File: src/hdl/dsa_pkg.sv
// Shared types, operand codes and modular helpers for the DSA signer.
`default_nettype none
package dsa_pkg;

  localparam int W     = 32;
  localparam int CNT_W = 6;
  localparam logic [W-1:0] HASH_KEY = 32'd1234;

  localparam logic [W-1:0] RST_P = 32'd23;
  localparam logic [W-1:0] RST_Q = 32'd11;
  localparam logic [W-1:0] RST_H = 32'd2;
  localparam logic [W-1:0] RST_X = 32'd3;

  // config register indexes
  localparam logic [1:0] REG_P = 2'd0;
  localparam logic [1:0] REG_Q = 2'd1;
  localparam logic [1:0] REG_H = 2'd2;
  localparam logic [1:0] REG_X = 2'd3;

  // result status codes
  localparam logic [1:0] ST_OK     = 2'd0;
  localparam logic [1:0] ST_BAD_PQ = 2'd1;
  localparam logic [1:0] ST_BAD_G  = 2'd2;
  localparam logic [1:0] ST_NO_INV = 2'd3;

  // operand sources
  localparam logic [4:0] SRC_ZERO  = 5'd0;
  localparam logic [4:0] SRC_ONE   = 5'd1;
  localparam logic [4:0] SRC_PM1   = 5'd2;
  localparam logic [4:0] SRC_Q     = 5'd3;
  localparam logic [4:0] SRC_P     = 5'd4;
  localparam logic [4:0] SRC_H     = 5'd5;
  localparam logic [4:0] SRC_X     = 5'd6;
  localparam logic [4:0] SRC_K     = 5'd7;
  localparam logic [4:0] SRC_HASH  = 5'd8;
  localparam logic [4:0] SRC_QUO   = 5'd9;
  localparam logic [4:0] SRC_REM   = 5'd10;
  localparam logic [4:0] SRC_MUL   = 5'd11;
  localparam logic [4:0] SRC_BASE  = 5'd12;
  localparam logic [4:0] SRC_RES   = 5'd13;
  localparam logic [4:0] SRC_E     = 5'd14;
  localparam logic [4:0] SRC_G     = 5'd15;
  localparam logic [4:0] SRC_R     = 5'd16;
  localparam logic [4:0] SRC_R0    = 5'd17;
  localparam logic [4:0] SRC_R1    = 5'd18;
  localparam logic [4:0] SRC_T0    = 5'd19;
  localparam logic [4:0] SRC_T1    = 5'd20;
  localparam logic [4:0] SRC_TMP   = 5'd21;
  localparam logic [4:0] SRC_ESHR  = 5'd22;
  localparam logic [4:0] SRC_QTRED = 5'd23;
  localparam logic [4:0] SRC_ADDQ  = 5'd24;
  localparam logic [4:0] SRC_SUBQ  = 5'd25;

  // write destinations
  localparam logic [3:0] DST_BASE = 4'd0;
  localparam logic [3:0] DST_RES  = 4'd1;
  localparam logic [3:0] DST_E    = 4'd2;
  localparam logic [3:0] DST_G    = 4'd3;
  localparam logic [3:0] DST_Y    = 4'd4;
  localparam logic [3:0] DST_R    = 4'd5;
  localparam logic [3:0] DST_R0   = 4'd6;
  localparam logic [3:0] DST_R1   = 4'd7;
  localparam logic [3:0] DST_T0   = 4'd8;
  localparam logic [3:0] DST_T1   = 4'd9;
  localparam logic [3:0] DST_TMP  = 4'd10;
  localparam logic [3:0] DST_S    = 4'd11;

  typedef struct packed {
    logic       load;
    logic       wr_en;
    logic [3:0] wr_dst;
    logic [4:0] wr_src;
    logic       div_start;
    logic [4:0] div_a;
    logic [4:0] div_b;
    logic       mul_start;
    logic [4:0] mul_a;
    logic [4:0] mul_b;
    logic       mul_mod_q;
    logic       out_load;
    logic [1:0] out_status;
  } dsa_cmd_t;

  typedef struct packed {
    logic div_busy;
    logic mul_busy;
    logic rem_zero;
    logic e_zero;
    logic e_lsb;
    logic r1_zero;
    logic r0_one;
    logic g_le1;
    logic pq_bad;
    logic out_hold;
  } dsa_stat_t;

  // (x + y) mod m with x, y < m
  function automatic logic [W-1:0] add_mod(input logic [W-1:0] x, input logic [W-1:0] y,
                                           input logic [W-1:0] m);
    logic [W:0] sum;
    logic [W:0] dif;
    sum = {1'b0, x} + {1'b0, y};
    dif = sum - {1'b0, m};
    return (sum >= {1'b0, m}) ? dif[W-1:0] : sum[W-1:0];
  endfunction

  // (x - y) mod m with x, y < m
  function automatic logic [W-1:0] sub_mod(input logic [W-1:0] x, input logic [W-1:0] y,
                                           input logic [W-1:0] m);
    return (x >= y) ? (x - y) : (x + (m - y));
  endfunction

endpackage
`default_nettype wire

File: src/hdl/dsa_div.sv
// Restoring divider, one quotient bit per cycle.
`default_nettype none
module dsa_div (
  input  wire                    clk,
  input  wire                    rst,
  input  wire                    start,
  input  wire  [dsa_pkg::W-1:0]  dividend,
  input  wire  [dsa_pkg::W-1:0]  divisor,
  output logic                   busy,
  output logic [dsa_pkg::W-1:0]  quo,
  output logic [dsa_pkg::W-1:0]  rem
);
  import dsa_pkg::*;

  logic [W-1:0]   dvs;
  logic [CNT_W-1:0] cnt;
  logic [W:0]     rem_sh;
  logic [W:0]     rem_sub;

  assign rem_sh  = {rem, quo[W-1]};
  assign rem_sub = rem_sh - {1'b0, dvs};

  always_ff @(posedge clk) begin
    if (rst) begin
      busy <= 1'b0;
      cnt  <= '0;
    end else if (start) begin
      busy <= 1'b1;
      cnt  <= CNT_W'(W);
      dvs  <= divisor;
      quo  <= dividend;
      rem  <= '0;
    end else if (busy) begin
      if (rem_sh >= {1'b0, dvs}) begin
        rem <= rem_sub[W-1:0];
        quo <= {quo[W-2:0], 1'b1};
      end else begin
        rem <= rem_sh[W-1:0];
        quo <= {quo[W-2:0], 1'b0};
      end
      cnt <= cnt - 1'b1;
      if (cnt == CNT_W'(1)) busy <= 1'b0;
    end
  end
endmodule
`default_nettype wire

File: src/hdl/dsa_mulmod.sv
// Shift-and-add modular multiplier, one multiplier bit per cycle.
`default_nettype none
module dsa_mulmod (
  input  wire                    clk,
  input  wire                    rst,
  input  wire                    start,
  input  wire  [dsa_pkg::W-1:0]  a,
  input  wire  [dsa_pkg::W-1:0]  b,
  input  wire  [dsa_pkg::W-1:0]  m,
  output logic                   busy,
  output logic [dsa_pkg::W-1:0]  acc
);
  import dsa_pkg::*;

  logic [W-1:0]     a_r;
  logic [W-1:0]     b_r;
  logic [W-1:0]     m_r;
  logic [CNT_W-1:0] cnt;

  always_ff @(posedge clk) begin
    if (rst) begin
      busy <= 1'b0;
      cnt  <= '0;
    end else if (start) begin
      busy <= 1'b1;
      cnt  <= CNT_W'(W);
      a_r  <= a;
      b_r  <= b;
      m_r  <= m;
      acc  <= '0;
    end else if (busy) begin
      if (b_r[0]) acc <= add_mod(acc, a_r, m_r);
      a_r <= add_mod(a_r, a_r, m_r);
      b_r <= b_r >> 1;
      cnt <= cnt - 1'b1;
      if (cnt == CNT_W'(1)) busy <= 1'b0;
    end
  end
endmodule
`default_nettype wire

File: src/hdl/dsa_datapath.sv
// Datapath: config, working registers, shared divide and multiply units, output register.
`default_nettype none
module dsa_datapath (
  input  wire                    clk,
  input  wire                    rst,
  input  wire                    cfg_we,
  input  wire  [1:0]             cfg_index,
  input  wire  [dsa_pkg::W-1:0]  cfg_data,
  input  wire  [dsa_pkg::W-1:0]  message,
  input  wire  [dsa_pkg::W-1:0]  nonce,
  input  wire                    out_stall,
  input  wire  dsa_pkg::dsa_cmd_t cmd,
  output dsa_pkg::dsa_stat_t     stat,
  output logic                   out_valid,
  output logic [1:0]             status,
  output logic [dsa_pkg::W-1:0]  generator,
  output logic [dsa_pkg::W-1:0]  public_key,
  output logic [dsa_pkg::W-1:0]  sig_r,
  output logic [dsa_pkg::W-1:0]  sig_s
);
  import dsa_pkg::*;

  logic [W-1:0] p, q, h, x;
  logic [W-1:0] msg, k;
  logic [W-1:0] base, res, e, g, y, r, r0, r1, t0, t1, tmp, s;
  logic [W-1:0] quo, rem, mul;
  logic         div_busy, mul_busy;
  logic [W-1:0] div_a, div_b, mul_a, mul_b, wr_val;

  function automatic logic [W-1:0] src(input logic [4:0] sel);
    case (sel)
      SRC_ZERO:  return '0;
      SRC_ONE:   return W'(1);
      SRC_PM1:   return p - 1'b1;
      SRC_Q:     return q;
      SRC_P:     return p;
      SRC_H:     return h;
      SRC_X:     return x;
      SRC_K:     return k;
      SRC_HASH:  return msg ^ HASH_KEY;
      SRC_QUO:   return quo;
      SRC_REM:   return rem;
      SRC_MUL:   return mul;
      SRC_BASE:  return base;
      SRC_RES:   return res;
      SRC_E:     return e;
      SRC_G:     return g;
      SRC_R:     return r;
      SRC_R0:    return r0;
      SRC_R1:    return r1;
      SRC_T0:    return t0;
      SRC_T1:    return t1;
      SRC_TMP:   return tmp;
      SRC_ESHR:  return e >> 1;
      SRC_QTRED: return (quo >= q) ? (quo - q) : quo;
      SRC_ADDQ:  return add_mod(tmp, mul, q);
      SRC_SUBQ:  return sub_mod(t0, mul, q);
      default:   return '0;
    endcase
  endfunction

  assign div_a  = src(cmd.div_a);
  assign div_b  = src(cmd.div_b);
  assign mul_a  = src(cmd.mul_a);
  assign mul_b  = src(cmd.mul_b);
  assign wr_val = src(cmd.wr_src);

  dsa_div u_div (
    .clk(clk), .rst(rst), .start(cmd.div_start), .dividend(div_a), .divisor(div_b),
    .busy(div_busy), .quo(quo), .rem(rem)
  );

  dsa_mulmod u_mul (
    .clk(clk), .rst(rst), .start(cmd.mul_start), .a(mul_a), .b(mul_b),
    .m(cmd.mul_mod_q ? q : p), .busy(mul_busy), .acc(mul)
  );

  always_ff @(posedge clk) begin
    if (rst) begin
      p <= RST_P;
      q <= RST_Q;
      h <= RST_H;
      x <= RST_X;
    end else if (cfg_we) begin
      case (cfg_index)
        REG_P:   p <= cfg_data;
        REG_Q:   q <= cfg_data;
        REG_H:   h <= cfg_data;
        REG_X:   x <= cfg_data;
        default: ;
      endcase
    end
  end

  always_ff @(posedge clk) begin
    if (cmd.load) begin
      msg <= message;
      k   <= nonce;
      g   <= '0;
      y   <= '0;
      r   <= '0;
      s   <= '0;
    end else if (cmd.wr_en) begin
      case (cmd.wr_dst)
        DST_BASE: base <= wr_val;
        DST_RES:  res  <= wr_val;
        DST_E:    e    <= wr_val;
        DST_G:    g    <= wr_val;
        DST_Y:    y    <= wr_val;
        DST_R:    r    <= wr_val;
        DST_R0:   r0   <= wr_val;
        DST_R1:   r1   <= wr_val;
        DST_T0:   t0   <= wr_val;
        DST_T1:   t1   <= wr_val;
        DST_TMP:  tmp  <= wr_val;
        DST_S:    s    <= wr_val;
        default:  ;
      endcase
    end
  end

  always_ff @(posedge clk) begin
    if (rst) begin
      out_valid <= 1'b0;
    end else if (cmd.out_load) begin
      out_valid <= 1'b1;
    end else if (!out_stall) begin
      out_valid <= 1'b0;
    end
  end

  always_ff @(posedge clk) begin
    if (cmd.out_load) begin
      status     <= cmd.out_status;
      generator  <= g;
      public_key <= y;
      sig_r      <= r;
      sig_s      <= s;
    end
  end

  assign stat.div_busy = div_busy;
  assign stat.mul_busy = mul_busy;
  assign stat.rem_zero = (rem == '0);
  assign stat.e_zero   = (e == '0);
  assign stat.e_lsb    = e[0];
  assign stat.r1_zero  = (r1 == '0);
  assign stat.r0_one   = (r0 == W'(1));
  assign stat.g_le1    = (g <= W'(1));
  assign stat.pq_bad   = (q < W'(3)) || (p < W'(2));
  assign stat.out_hold = out_valid && out_stall;
endmodule
`default_nettype wire

File: src/hdl/dsa_ctrl.sv
// Sequencer that drives the datapath through checks, derivation, exponentiations, inverse and signature.
`default_nettype none
module dsa_ctrl (
  input  wire                     clk,
  input  wire                     rst,
  input  wire                     in_valid,
  output logic                    in_stall,
  input  wire  dsa_pkg::dsa_stat_t stat,
  output dsa_pkg::dsa_cmd_t       cmd
);
  import dsa_pkg::*;

  localparam logic [5:0] S_IDLE = 6'd0,  S_CHK  = 6'd1,  S_GDIV = 6'd2,  S_GB   = 6'd3;
  localparam logic [5:0] S_GB2  = 6'd4,  S_GR   = 6'd5,  S_GEND = 6'd6,  S_GCHK = 6'd7;
  localparam logic [5:0] S_Y1   = 6'd8,  S_Y2   = 6'd9,  S_YEND = 6'd10, S_R1   = 6'd11;
  localparam logic [5:0] S_R2   = 6'd12, S_R3   = 6'd13, S_REND = 6'd14, S_RSET = 6'd15;
  localparam logic [5:0] S_I1   = 6'd16, S_I2   = 6'd17, S_I3   = 6'd18, S_I4   = 6'd19;
  localparam logic [5:0] S_I5   = 6'd20, S_ICHK = 6'd21, S_IQ   = 6'd22, S_IT   = 6'd23;
  localparam logic [5:0] S_IS1  = 6'd24, S_IS2  = 6'd25, S_IS3  = 6'd26, S_IS4  = 6'd27;
  localparam logic [5:0] S_IEND = 6'd28, S_H2   = 6'd29, S_X1   = 6'd30, S_X2   = 6'd31;
  localparam logic [5:0] S_X3   = 6'd32, S_S1   = 6'd33, S_S2   = 6'd34, S_FIN  = 6'd35;
  localparam logic [5:0] S_DW   = 6'd36, S_MW   = 6'd37, PW_CHK = 6'd38, PW_M1  = 6'd39;
  localparam logic [5:0] PW_M1S = 6'd40, PW_M2  = 6'd41, PW_M2S = 6'd42, PW_SH  = 6'd43;

  logic [5:0] state, state_next;
  logic [5:0] ret, ret_next;
  logic [5:0] pow_ret, pow_ret_next;
  logic [1:0] stat_code, stat_code_next;

  always_ff @(posedge clk) begin
    if (rst) begin
      state     <= S_IDLE;
      ret       <= S_IDLE;
      pow_ret   <= S_IDLE;
      stat_code <= ST_OK;
    end else begin
      state     <= state_next;
      ret       <= ret_next;
      pow_ret   <= pow_ret_next;
      stat_code <= stat_code_next;
    end
  end

  assign in_stall = (state != S_IDLE);

  always_comb begin
    state_next     = state;
    ret_next       = ret;
    pow_ret_next   = pow_ret;
    stat_code_next = stat_code;
    cmd            = '0;
    cmd.out_status = stat_code;
    case (state)
      S_IDLE: begin
        if (in_valid) begin
          cmd.load   = 1'b1;
          state_next = S_CHK;
        end
      end
      S_CHK: begin
        if (stat.pq_bad) begin
          stat_code_next = ST_BAD_PQ;
          state_next     = S_FIN;
        end else begin
          cmd.div_start = 1'b1; cmd.div_a = SRC_PM1; cmd.div_b = SRC_Q;
          ret_next = S_GDIV; state_next = S_DW;
        end
      end
      S_GDIV: begin
        if (!stat.rem_zero) begin
          stat_code_next = ST_BAD_PQ;
          state_next     = S_FIN;
        end else begin
          cmd.wr_en = 1'b1; cmd.wr_dst = DST_E; cmd.wr_src = SRC_QUO;
          state_next = S_GB;
        end
      end
      S_GB: begin
        cmd.div_start = 1'b1; cmd.div_a = SRC_H; cmd.div_b = SRC_P;
        ret_next = S_GB2; state_next = S_DW;
      end
      S_GB2: begin
        cmd.wr_en = 1'b1; cmd.wr_dst = DST_BASE; cmd.wr_src = SRC_REM;
        state_next = S_GR;
      end
      S_GR: begin
        cmd.wr_en = 1'b1; cmd.wr_dst = DST_RES; cmd.wr_src = SRC_ONE;
        pow_ret_next = S_GEND; state_next = PW_CHK;
      end
      S_GEND: begin
        cmd.wr_en = 1'b1; cmd.wr_dst = DST_G; cmd.wr_src = SRC_RES;
        state_next = S_GCHK;
      end
      S_GCHK: begin
        if (stat.g_le1) begin
          stat_code_next = ST_BAD_G;
          state_next     = S_FIN;
        end else begin
          cmd.wr_en = 1'b1; cmd.wr_dst = DST_BASE; cmd.wr_src = SRC_G;
          state_next = S_Y1;
        end
      end
      S_Y1: begin
        cmd.wr_en = 1'b1; cmd.wr_dst = DST_E; cmd.wr_src = SRC_X;
        state_next = S_Y2;
      end
      S_Y2: begin
        cmd.wr_en = 1'b1; cmd.wr_dst = DST_RES; cmd.wr_src = SRC_ONE;
        pow_ret_next = S_YEND; state_next = PW_CHK;
      end
      S_YEND: begin
        cmd.wr_en = 1'b1; cmd.wr_dst = DST_Y; cmd.wr_src = SRC_RES;
        state_next = S_R1;
      end
      S_R1: begin
        cmd.wr_en = 1'b1; cmd.wr_dst = DST_BASE; cmd.wr_src = SRC_G;
        state_next = S_R2;
      end
      S_R2: begin
        cmd.wr_en = 1'b1; cmd.wr_dst = DST_E; cmd.wr_src = SRC_K;
        state_next = S_R3;
      end
      S_R3: begin
        cmd.wr_en = 1'b1; cmd.wr_dst = DST_RES; cmd.wr_src = SRC_ONE;
        pow_ret_next = S_REND; state_next = PW_CHK;
      end
      S_REND: begin
        cmd.div_start = 1'b1; cmd.div_a = SRC_RES; cmd.div_b = SRC_Q;
        ret_next = S_RSET; state_next = S_DW;
      end
      S_RSET: begin
        cmd.wr_en = 1'b1; cmd.wr_dst = DST_R; cmd.wr_src = SRC_REM;
        state_next = S_I1;
      end
      // extended Euclid for k^-1 mod q
      S_I1: begin
        cmd.div_start = 1'b1; cmd.div_a = SRC_K; cmd.div_b = SRC_Q;
        ret_next = S_I2; state_next = S_DW;
      end
      S_I2: begin
        cmd.wr_en = 1'b1; cmd.wr_dst = DST_R1; cmd.wr_src = SRC_REM;
        state_next = S_I3;
      end
      S_I3: begin
        cmd.wr_en = 1'b1; cmd.wr_dst = DST_R0; cmd.wr_src = SRC_Q;
        state_next = S_I4;
      end
      S_I4: begin
        cmd.wr_en = 1'b1; cmd.wr_dst = DST_T0; cmd.wr_src = SRC_ZERO;
        state_next = S_I5;
      end
      S_I5: begin
        cmd.wr_en = 1'b1; cmd.wr_dst = DST_T1; cmd.wr_src = SRC_ONE;
        state_next = S_ICHK;
      end
      S_ICHK: begin
        if (stat.r1_zero) begin
          state_next = S_IEND;
        end else begin
          cmd.div_start = 1'b1; cmd.div_a = SRC_R0; cmd.div_b = SRC_R1;
          ret_next = S_IQ; state_next = S_DW;
        end
      end
      S_IQ: begin
        cmd.mul_start = 1'b1; cmd.mul_a = SRC_QTRED; cmd.mul_b = SRC_T1;
        cmd.mul_mod_q = 1'b1;
        ret_next = S_IT; state_next = S_MW;
      end
      S_IT: begin
        cmd.wr_en = 1'b1; cmd.wr_dst = DST_TMP; cmd.wr_src = SRC_SUBQ;
        state_next = S_IS1;
      end
      S_IS1: begin
        cmd.wr_en = 1'b1; cmd.wr_dst = DST_T0; cmd.wr_src = SRC_T1;
        state_next = S_IS2;
      end
      S_IS2: begin
        cmd.wr_en = 1'b1; cmd.wr_dst = DST_T1; cmd.wr_src = SRC_TMP;
        state_next = S_IS3;
      end
      S_IS3: begin
        cmd.wr_en = 1'b1; cmd.wr_dst = DST_R0; cmd.wr_src = SRC_R1;
        state_next = S_IS4;
      end
      S_IS4: begin
        cmd.wr_en = 1'b1; cmd.wr_dst = DST_R1; cmd.wr_src = SRC_REM;
        state_next = S_ICHK;
      end
      S_IEND: begin
        if (!stat.r0_one) begin
          stat_code_next = ST_NO_INV;
          state_next     = S_FIN;
        end else begin
          cmd.div_start = 1'b1; cmd.div_a = SRC_HASH; cmd.div_b = SRC_Q;
          ret_next = S_H2; state_next = S_DW;
        end
      end
      S_H2: begin
        cmd.wr_en = 1'b1; cmd.wr_dst = DST_TMP; cmd.wr_src = SRC_REM;
        state_next = S_X1;
      end
      S_X1: begin
        cmd.div_start = 1'b1; cmd.div_a = SRC_X; cmd.div_b = SRC_Q;
        ret_next = S_X2; state_next = S_DW;
      end
      S_X2: begin
        cmd.mul_start = 1'b1; cmd.mul_a = SRC_REM; cmd.mul_b = SRC_R;
        cmd.mul_mod_q = 1'b1;
        ret_next = S_X3; state_next = S_MW;
      end
      S_X3: begin
        cmd.wr_en = 1'b1; cmd.wr_dst = DST_TMP; cmd.wr_src = SRC_ADDQ;
        state_next = S_S1;
      end
      S_S1: begin
        cmd.mul_start = 1'b1; cmd.mul_a = SRC_T0; cmd.mul_b = SRC_TMP;
        cmd.mul_mod_q = 1'b1;
        ret_next = S_S2; state_next = S_MW;
      end
      S_S2: begin
        cmd.wr_en = 1'b1; cmd.wr_dst = DST_S; cmd.wr_src = SRC_MUL;
        stat_code_next = ST_OK;
        state_next     = S_FIN;
      end
      S_FIN: begin
        if (!stat.out_hold) begin
          cmd.out_load   = 1'b1;
          stat_code_next = ST_OK;
          state_next     = S_IDLE;
        end
      end
      S_DW: begin
        if (!stat.div_busy) state_next = ret;
      end
      S_MW: begin
        if (!stat.mul_busy) state_next = ret;
      end
      // square-and-multiply: res = res * base^e mod p
      PW_CHK: begin
        if (stat.e_zero)     state_next = pow_ret;
        else if (stat.e_lsb) state_next = PW_M1;
        else                 state_next = PW_M2;
      end
      PW_M1: begin
        cmd.mul_start = 1'b1; cmd.mul_a = SRC_RES; cmd.mul_b = SRC_BASE;
        ret_next = PW_M1S; state_next = S_MW;
      end
      PW_M1S: begin
        cmd.wr_en = 1'b1; cmd.wr_dst = DST_RES; cmd.wr_src = SRC_MUL;
        state_next = PW_M2;
      end
      PW_M2: begin
        cmd.mul_start = 1'b1; cmd.mul_a = SRC_BASE; cmd.mul_b = SRC_BASE;
        ret_next = PW_M2S; state_next = S_MW;
      end
      PW_M2S: begin
        cmd.wr_en = 1'b1; cmd.wr_dst = DST_BASE; cmd.wr_src = SRC_MUL;
        state_next = PW_SH;
      end
      PW_SH: begin
        cmd.wr_en = 1'b1; cmd.wr_dst = DST_E; cmd.wr_src = SRC_ESHR;
        state_next = PW_CHK;
      end
      default: state_next = S_IDLE;
    endcase
  end
endmodule
`default_nettype wire

File: src/hdl/dsa_signature_generator_top.sv
// DSA signature generator: one signature item per message/nonce item.
//
// Config: cfg_we/cfg_index/cfg_data write p (0), q (1), seed h (2), key x (3);
//   write only while the block is idle. Reset loads p=23, q=11, h=2, x=3.
// Input channel: in_valid/in_stall with message and nonce. An item is taken
//   when in_valid is high and in_stall low; in_stall stays high while an
//   item is being worked on (one item at a time).
// Output channel: out_valid/out_stall with status, generator, public_key,
//   sig_r, sig_s. The result sits in an output register, so the next item
//   is taken while a finished one waits; if the receiver stalls and a second
//   result is ready, the sequencer holds until the first is taken.
// Work: every modular multiply runs on a shared 32-step multiply unit and
//   every divide/remainder on a shared 32-step divide unit. g, y and g^k are
//   square-and-multiply over the exponent bits (up to 64 unit passes each),
//   then extended Euclid for k^-1 needs one divide plus one multiply per
//   round. Errors in p or q are found before any exponentiation.
// Reset: synchronous, active high; clears control and the output valid.
`default_nettype none
module dsa_signature_generator_top (
  input  wire         clk,
  input  wire         rst,
  input  wire         cfg_we,
  input  wire  [1:0]  cfg_index,
  input  wire  [31:0] cfg_data,
  input  wire         in_valid,
  output logic        in_stall,
  input  wire  [31:0] message,
  input  wire  [31:0] nonce,
  output logic        out_valid,
  input  wire         out_stall,
  output logic [1:0]  status,
  output logic [31:0] generator,
  output logic [31:0] public_key,
  output logic [31:0] sig_r,
  output logic [31:0] sig_s
);
  import dsa_pkg::*;

  dsa_cmd_t  cmd;
  dsa_stat_t stat;

  // sequencer: owns the input handshake and the step order
  dsa_ctrl u_ctrl (
    .clk(clk), .rst(rst), .in_valid(in_valid), .in_stall(in_stall),
    .stat(stat), .cmd(cmd)
  );

  // datapath: registers, divide and multiply units, output register
  dsa_datapath u_dp (
    .clk(clk), .rst(rst),
    .cfg_we(cfg_we), .cfg_index(cfg_index), .cfg_data(cfg_data),
    .message(message), .nonce(nonce), .out_stall(out_stall),
    .cmd(cmd), .stat(stat),
    .out_valid(out_valid), .status(status), .generator(generator),
    .public_key(public_key), .sig_r(sig_r), .sig_s(sig_s)
  );
endmodule
`default_nettype wire

File: config.mk
export PLATFORM = sky130hd
export DESIGN_NAME = dsa_signature_generator_top
export DESIGN_NICKNAME = d
export VERILOG_FILES = /design/src/hdl/dsa_pkg.sv /design/src/hdl/dsa_div.sv /design/src/hdl/dsa_mulmod.sv /design/src/hdl/dsa_datapath.sv /design/src/hdl/dsa_ctrl.sv /design/src/hdl/dsa_signature_generator_top.sv
export SDC_FILE = /design/constraint.sdc
export NUM_CORES = 2
export LEC_CHECK = 0
export BUFFER_PORTS_ARGS = -buffer_cell sky130_fd_sc_hd__buf_2
export CAP_MARGIN = 20
export CELL_PAD_IN_SITES_DETAIL_PLACEMENT = 0
export CELL_PAD_IN_SITES_GLOBAL_PLACEMENT = 2
export CORE_ASPECT_RATIO = 1.5
export CORE_UTILIZATION = 35
export DETAILED_ROUTE_END_ITERATION = 6
export GPL_ROUTABILITY_DRIVEN = 0
export PLACE_DENSITY_LB_ADDON = 0.15
export SLEW_MARGIN = 10
export SYNTH_ARGS = -nofsm -noshare
export SYNTH_HDL_FRONTEND = slang
export SYNTH_SLANG_ARGS = --single-unit
File: constraint.sdc
create_clock -name clk -period 19.65 [get_ports clk]
set_input_delay 2.9475 -clock clk [delete_from_list [all_inputs] [get_ports clk]]
set_output_delay 2.9475 -clock clk [all_outputs]
set_load 0.02 [all_outputs]
== Word level (Yosys, flattened, before mapping) ==
Cells that the tools add are included.
W data, S select, Z words.
Word-level totals
  register bits: 965
  input port bits: 103
  output and inout port bits: 132
  word-level logic and storage cells: 384
Cells by class
  add/sub/neg operators: 14
  order comparisons: 9
  equality and inequality tests: 198
  mux-type cells: 70
  bitwise gates (word level): 3
  reductions and logical operators: 49
Operators by type and width (number)
  $pmux W32 S25: 5
  $mux W32: 16
  $eq A5 B5 Y1 const B: 50
  $pmux W10 S24: 1
  $sub A32 B32 Y32: 7
  $eq A5 B4 Y1 const B: 40
  $pmux W6 S33: 1
  $ge A33 B32 Y1: 4
  $eq A5 B3 Y1 const B: 20
  $add A32 B32 Y33: 3
  $eq A6 B5 Y1 const B: 16
  $logic_not A32 Y1: 3
  $mux W6: 15
  $pmux W11 S7: 1
  $eq A6 B6 Y1 const B: 12
  $pmux W6 S12: 1
  $ge A32 B32 Y1: 2
  $lt A32 B2 Y1 const B: 2
  $pmux W11 S5: 1
  $eq A5 B2 Y1 const B: 10
  $eq A6 B4 Y1 const B: 8
  $mux W11: 3
  $add A32 B32 Y32: 1
  $eq A32 B1 Y1 const B: 1
  41 further kinds: 120

== Depth between registers and ports, before layout ==
  word-level depth: 7
  depth in mapped cells: 25
  mapped depth without buffers: 22

== By module ==
A second synthesis with hierarchy kept.
Second synthesis, totals
  cells, all modules: 8740
  area total of the unflattened synthesis: 77171.5 um2
Modules (own cells, without submodules)
  dsa_datapath: times used 1, cells an instance 6715, area each 57861.7 um2, sequential area each 18657.9 um2
  dsa_mulmod: times used 1, cells an instance 1105, area each 10775.3 um2, sequential area each 3983.8 um2
  dsa_div: times used 1, cells an instance 549, area each 6094.6 um2, sequential area each 3022.9 um2
  dsa_ctrl: times used 1, cells an instance 371, area each 2439.8 um2, sequential area each 340.3 um2

== Worst setup path before layout ==
OpenSTA, ideal clock, no wires.
  kind: input to register
  from: input port out_stall
  to: register u_dp.generator[0] (netlist name), enable pin
  library setup time: 0.663 ns
  arrival time: 9.225 ns
  required time: 18.987 ns
  setup slack: 9.762 ns
  stages: 1
  buffers on the path: 0
  cells stage by stage: a21oi_1
On the way
  longest elaborated chain between the ends: 3
RTL lines
  start: declaration: RTL line dsa_signature_generator_top.sv:30  | input wire out_stall,
  $logic_and A1 B1 Y1: RTL line dsa_datapath.sv:151  | assign stat.out_hold = out_valid && out_stall;
  $mux W1: RTL line dsa_ctrl.sv:226  | if (!stat.out_hold) begin
  $mux W1: RTL line dsa_ctrl.sv:53  | case (state)
  end signal: assignment: RTL line dsa_datapath.sv:135  | generator <= g;
  end: declaration: RTL line dsa_datapath.sv:16  | output logic [dsa_pkg::W-1:0] generator,
Every way passes these cells.
A chain may end at the register's enable or synchronous reset.

== Worst setup path in the final report ==
  from: register u_dp.u_mul.acc[1] (netlist name)
  to: register u_dp.r1[3] (data pin)
On the way
  longest elaborated chain between the ends: 4
  elaborated cells on any way between the ends: 10
  those cells by class: add/sub (5); order compare (2); mux (3)
RTL lines
  start: declaration: RTL line dsa_mulmod.sv:11  | output logic [dsa_pkg::W-1:0] acc
  start signal: assignment: RTL line dsa_mulmod.sv:32  | if (b_r[0]) acc <= add_mod(acc, a_r, m_r);
  $sub A32 B32 Y32 / $add A32 B32 Y33 (equally long branches): RTL line dsa_pkg.sv:110, dsa_pkg.sv:102
  $add A32 B32 Y32, or another cell as far along: RTL line dsa_pkg.sv:110  | return (x >= y) ? (x - y) : (x + (m - y));
  $mux W32 (on tied branches): RTL line dsa_pkg.sv:110, dsa_pkg.sv:104
  $pmux W32 S25 (*): RTL line dsa_datapath.sv:31  | case (sel)
  named net u_dp.wr_val[3]: RTL line dsa_datapath.sv:28  | logic [W-1:0] div_a, div_b, mul_a, mul_b, wr_val;
  end signal: assignment: RTL line dsa_datapath.sv:112  | DST_R1: r1 <= wr_val;
  end: declaration: RTL line dsa_datapath.sv:25  | logic [W-1:0] base, res, e, g, y, r, r0, r1, t0, t1, tmp, s;
The timed path passes the listed nets; every way through them passes the cells marked *.

==> results.toml <==
[hold_path]
hold_class = "reg -> reg"
holdPathEnd = "u_dp.public_key[5]"
worstHoldStart = "u_dp.y[5]"
hold_depth = 0

[grt]
track_usage_pct = 38.37
grt_overflow = 0
grt_pass1_wl_microns = 430600
grt_max_degree = 93
grt_pass1_vias = 50360
antenna_found_initial = 46

[critical_path]
rr_worst_depth = 20
path_buf_inv = 2
critPathKind = "reg -> reg"
regToRegSetupSlack_ns = 12.42
critPathMaxStageDelay_ns = 0.81
critical-path-top-delay-family = "compound AO/OA/AOI/OAI gates"
critical_path_arrival_ns = 7.67
start_kind = "flip-flop"
path_cells = "inv_1, fa_1, nand2b_1, a21o_1, a32oi_1, a2111o_1, and2_1, o21a_1, a21o_1, a31oi_1, xnor2_1, ha_1, nand4_1, or3_1, or4_1, o41ai_2, a211oi_4, buf_4, o31a_1, o221ai_1"
cp_slowest_cell = "o221ai_1"
required_ns = 20.09
crit_fanout = 48
timing.rr.end = "u_dp.r1[3]"
worst_path_most_repeated_cell = "a21o_1"
r2r_start = "u_dp.u_mul.acc[1]"
critPathCaptureType = "flip-flop"

[floorplanning]
fp.dieW_microns = 331.4
initial_utilization_pct = 35.18
core_area_sq_um = 161900
dieHeight_microns = 496.1
dieArea_sq_um = 164400
placementRows = 181
num_io_pins = 235

[power_and_ir_drop]
max-vdd-ir-drop_v = 0.00008875
power_density_nw_per_um2 = 128.5
p_leak_nw = 24.38

[synthesis]
synthTopCellsByArea = "edfxtp_1 (36%), dfxtp_1 (10%), ha_1 (6.4%), a21oi_1 (4.9%), nand2_1 (4.1%)"
synth_edf_count = 674
synth_top_family_by_area = "compound AO/OA/AOI/OAI gates"
ys_types = 107
ys_warn_count = 0
synth_xor_area_share_pct = 4.306
synth-seq-area-share_pct = 45.66
synthSimpleGateAreaFrac_pct = 13.02
netlist_instances = 5835
synthMuxAreaShare_pct = 2.177
synthFlopType = "edfxtp_1"
yosys.area.top_type = "edfxtp_1"
netlist.area_leader.share_pct = 35.53
synth-compound-area-share_pct = 22.56
avgSynthCellArea_sq_um = 9.761
ys_ff_latch = 962
synthesis.area_sq_um = 56960
synthAdderAreaFrac_pct = 7.807
synth_nets = 6270
synthArstFlopShare_pct = 0

[sta]
tightest_slew_ns = 1.369
rsz0062_at_grt = "false"
hold_viol = 0
fmax_ghz = 0.1382
fin_crit_sh_pct = 36.81
setup_viol = 0
drv_slew = 0
final.setup.tns_ns = 0
fin_worst_skew_ns = 0.04436
relSlewSlack_pct = 8.750
fin_crit_ns = 7.233

[final_layout]
fillers = 16380
fin_area_sq_um = 64670
drive_above_1_share_pct = 12.07
multi_input_area_sq_um = 28740
register_area_sq_um = 26010
nets = 6482
syn_to_final_growth_pct = 13.54

[route]
postRouteAntennaNets = 0
drt-total-wl_microns = 323200
drt_pass1_iterations = 7
wl_per_cell_microns = 39.16
avgViaCountPerCell = 6.389
drc = 17
vias = 52730
drt_iter0_drc = 6445

[clocking]
cts-htree-levels = 3
cts.sinks = 962
cts_tree = "done"
cts_buffers = 104
postCtsHoldBufs = 0
ctsResizeCount = 0
post_cts_buffers = 0
clk_pin_slew_ns = 0.07
root_buffer = "clkbuf_16"
cts_max_path_buffers = 3
clk_latency_ns = 0.78

[placement]
dp_hpwl_microns = 245300
io_buffers = 234
placed_area_sq_um = 61090

[run]
maxCapViolCount = 0

[outcome]
status = "complete, but fails checks"
violations = "DRC"
==> cells in the final DEF, fill, tap and decap left out, drive strengths merged, types with 80 or more instances in the layout <==
| cell | n |
|---|---|
| a211oi | 82 |
| a21o | 117 |
| a21oi | 562 |
| a221oi | 109 |
| a22oi | 149 |
| buf | 400 |
| clkbuf | 146 |
| dfxtp | 288 |
| edfxtp | 674 |
| ha | 293 |
| inv | 354 |
| mux2i | 80 |
| nand2 | 630 |
| nand3 | 131 |
| nor2 | 423 |
| nor3 | 86 |
| o21ai | 300 |
| xnor2 | 182 |
| xor2 | 98 |
==> cell families (layout without fill, tap and decap cells) <==
logic type,after synthesis,after routing
compound gates,1880,1880
simple gates,1622,1622
flops,962,962
buf+inv,640,943
fa+ha+maj,332,332
xor+xnor,280,280
mux,119,119
other cells,0,11
==> stage by stage <==
stage	setup WS (ns)	total power, W	util (%)	hold slack, ns	instances
2_1_floorplan	9.762	0.004816	-	0.4030	5835
3_3_place_gp	12.78	0.006118	37.73	0.4096	8044
3_5_place_dp	12.58	0.006121	37.73	0.4104	8044
4_1_cts	12.55	0.008225	39.92	0.4239	8241
5_1_grt	12.14	0.008597	39.93	0.4341	8247
6_report	12.42	0.008310	39.94	0.4212	8253
==> synth_stat cells (41+ instances only) <==
library cell  count
a211oi_1         77
a21o_1          117
a21oi_1         560
a221o_1          45
a221oi_1         91
a222oi_1         63
a22o_1           49
a22oi_1         149
a31oi_1          45
buf_2            51
clkbuf_1        208
dfxtp_1         288
edfxtp_1        674
ha_1            293
inv_1           343
mux2i_1          80
nand2_1         628
nand2b_1         42
nand3_1         130
nand4_1          62
nor2_1          421
nor2b_1          41
nor3_1           82
nor4_1           70
o211ai_1         64
o21ai_0         288
o21bai_1         50
xnor2_1         182
xor2_1           98
==> power by group <==
part	switching, W	internal, W
Combinational	0.00219	0.00108
Clock	0.000944	0.00117
Sequential	0.000348	0.00258
Total	0.00348	0.00483
==> worst reg2reg max path, stage by stage (launching register included) <==
cell and delay, ns:
edfxtp_1 0.57, inv_1 0.19, fa_1 0.50, nand2b_1 0.19, a21o_1 0.19, a32oi_1 0.60, a2111o_1 0.30, and2_1 0.21
o21a_1 0.25, a21o_1 0.17, a31oi_1 0.10, xnor2_1 0.17, ha_1 0.42, nand4_1 0.18, or3_1 0.42, or4_1 0.47
o41ai_2 0.33, a211oi_4 0.04, buf_4 0.33, o31a_1 0.43, o221ai_1 0.81
==> worst max path at each step <==
stage                           start                 to  cells past startpoint  slack, ns
floorplan                   out_stall  u_dp.generator[0]                      1       9.76
global placement    u_dp.u_mul.acc[0]      u_dp.base[20]                     22      12.78
detailed placement  u_dp.u_mul.acc[1]      u_dp.base[20]                     21      12.58
CTS                 u_dp.u_mul.acc[1]        u_dp.r0[20]                     21      12.55
global route        u_dp.u_mul.acc[1]        u_dp.r0[20]                     21      12.14
finish              u_dp.u_mul.acc[1]         u_dp.r1[3]                     20      12.42
==> area by class of cell <==
cell class,count,share of cell area (%)
Timing Repair Buffer,400,3.748
Antenna cell,11,0.04256
Multi-Input combinational cell,4233,44.44
Clock inverter,51,0.8416
Sequential cell,962,40.21
Tap cell,2104,4.071
Clock buffer,146,4.634
Inverter,346,2.012
==> per-layer routing <==
metal | up-vias | routed length [microns] | global-route usage, %
li1 | 22390 | - | -
met3 | 1097 | 24770 | 7.786
met5 | - | 183 | 0
met4 | 30 | 40490 | 39.55
met1 | 26080 | 111300 | 41.23
met2 | 3141 | 146500 | 61.91
(Power assumes the default switching activity.)
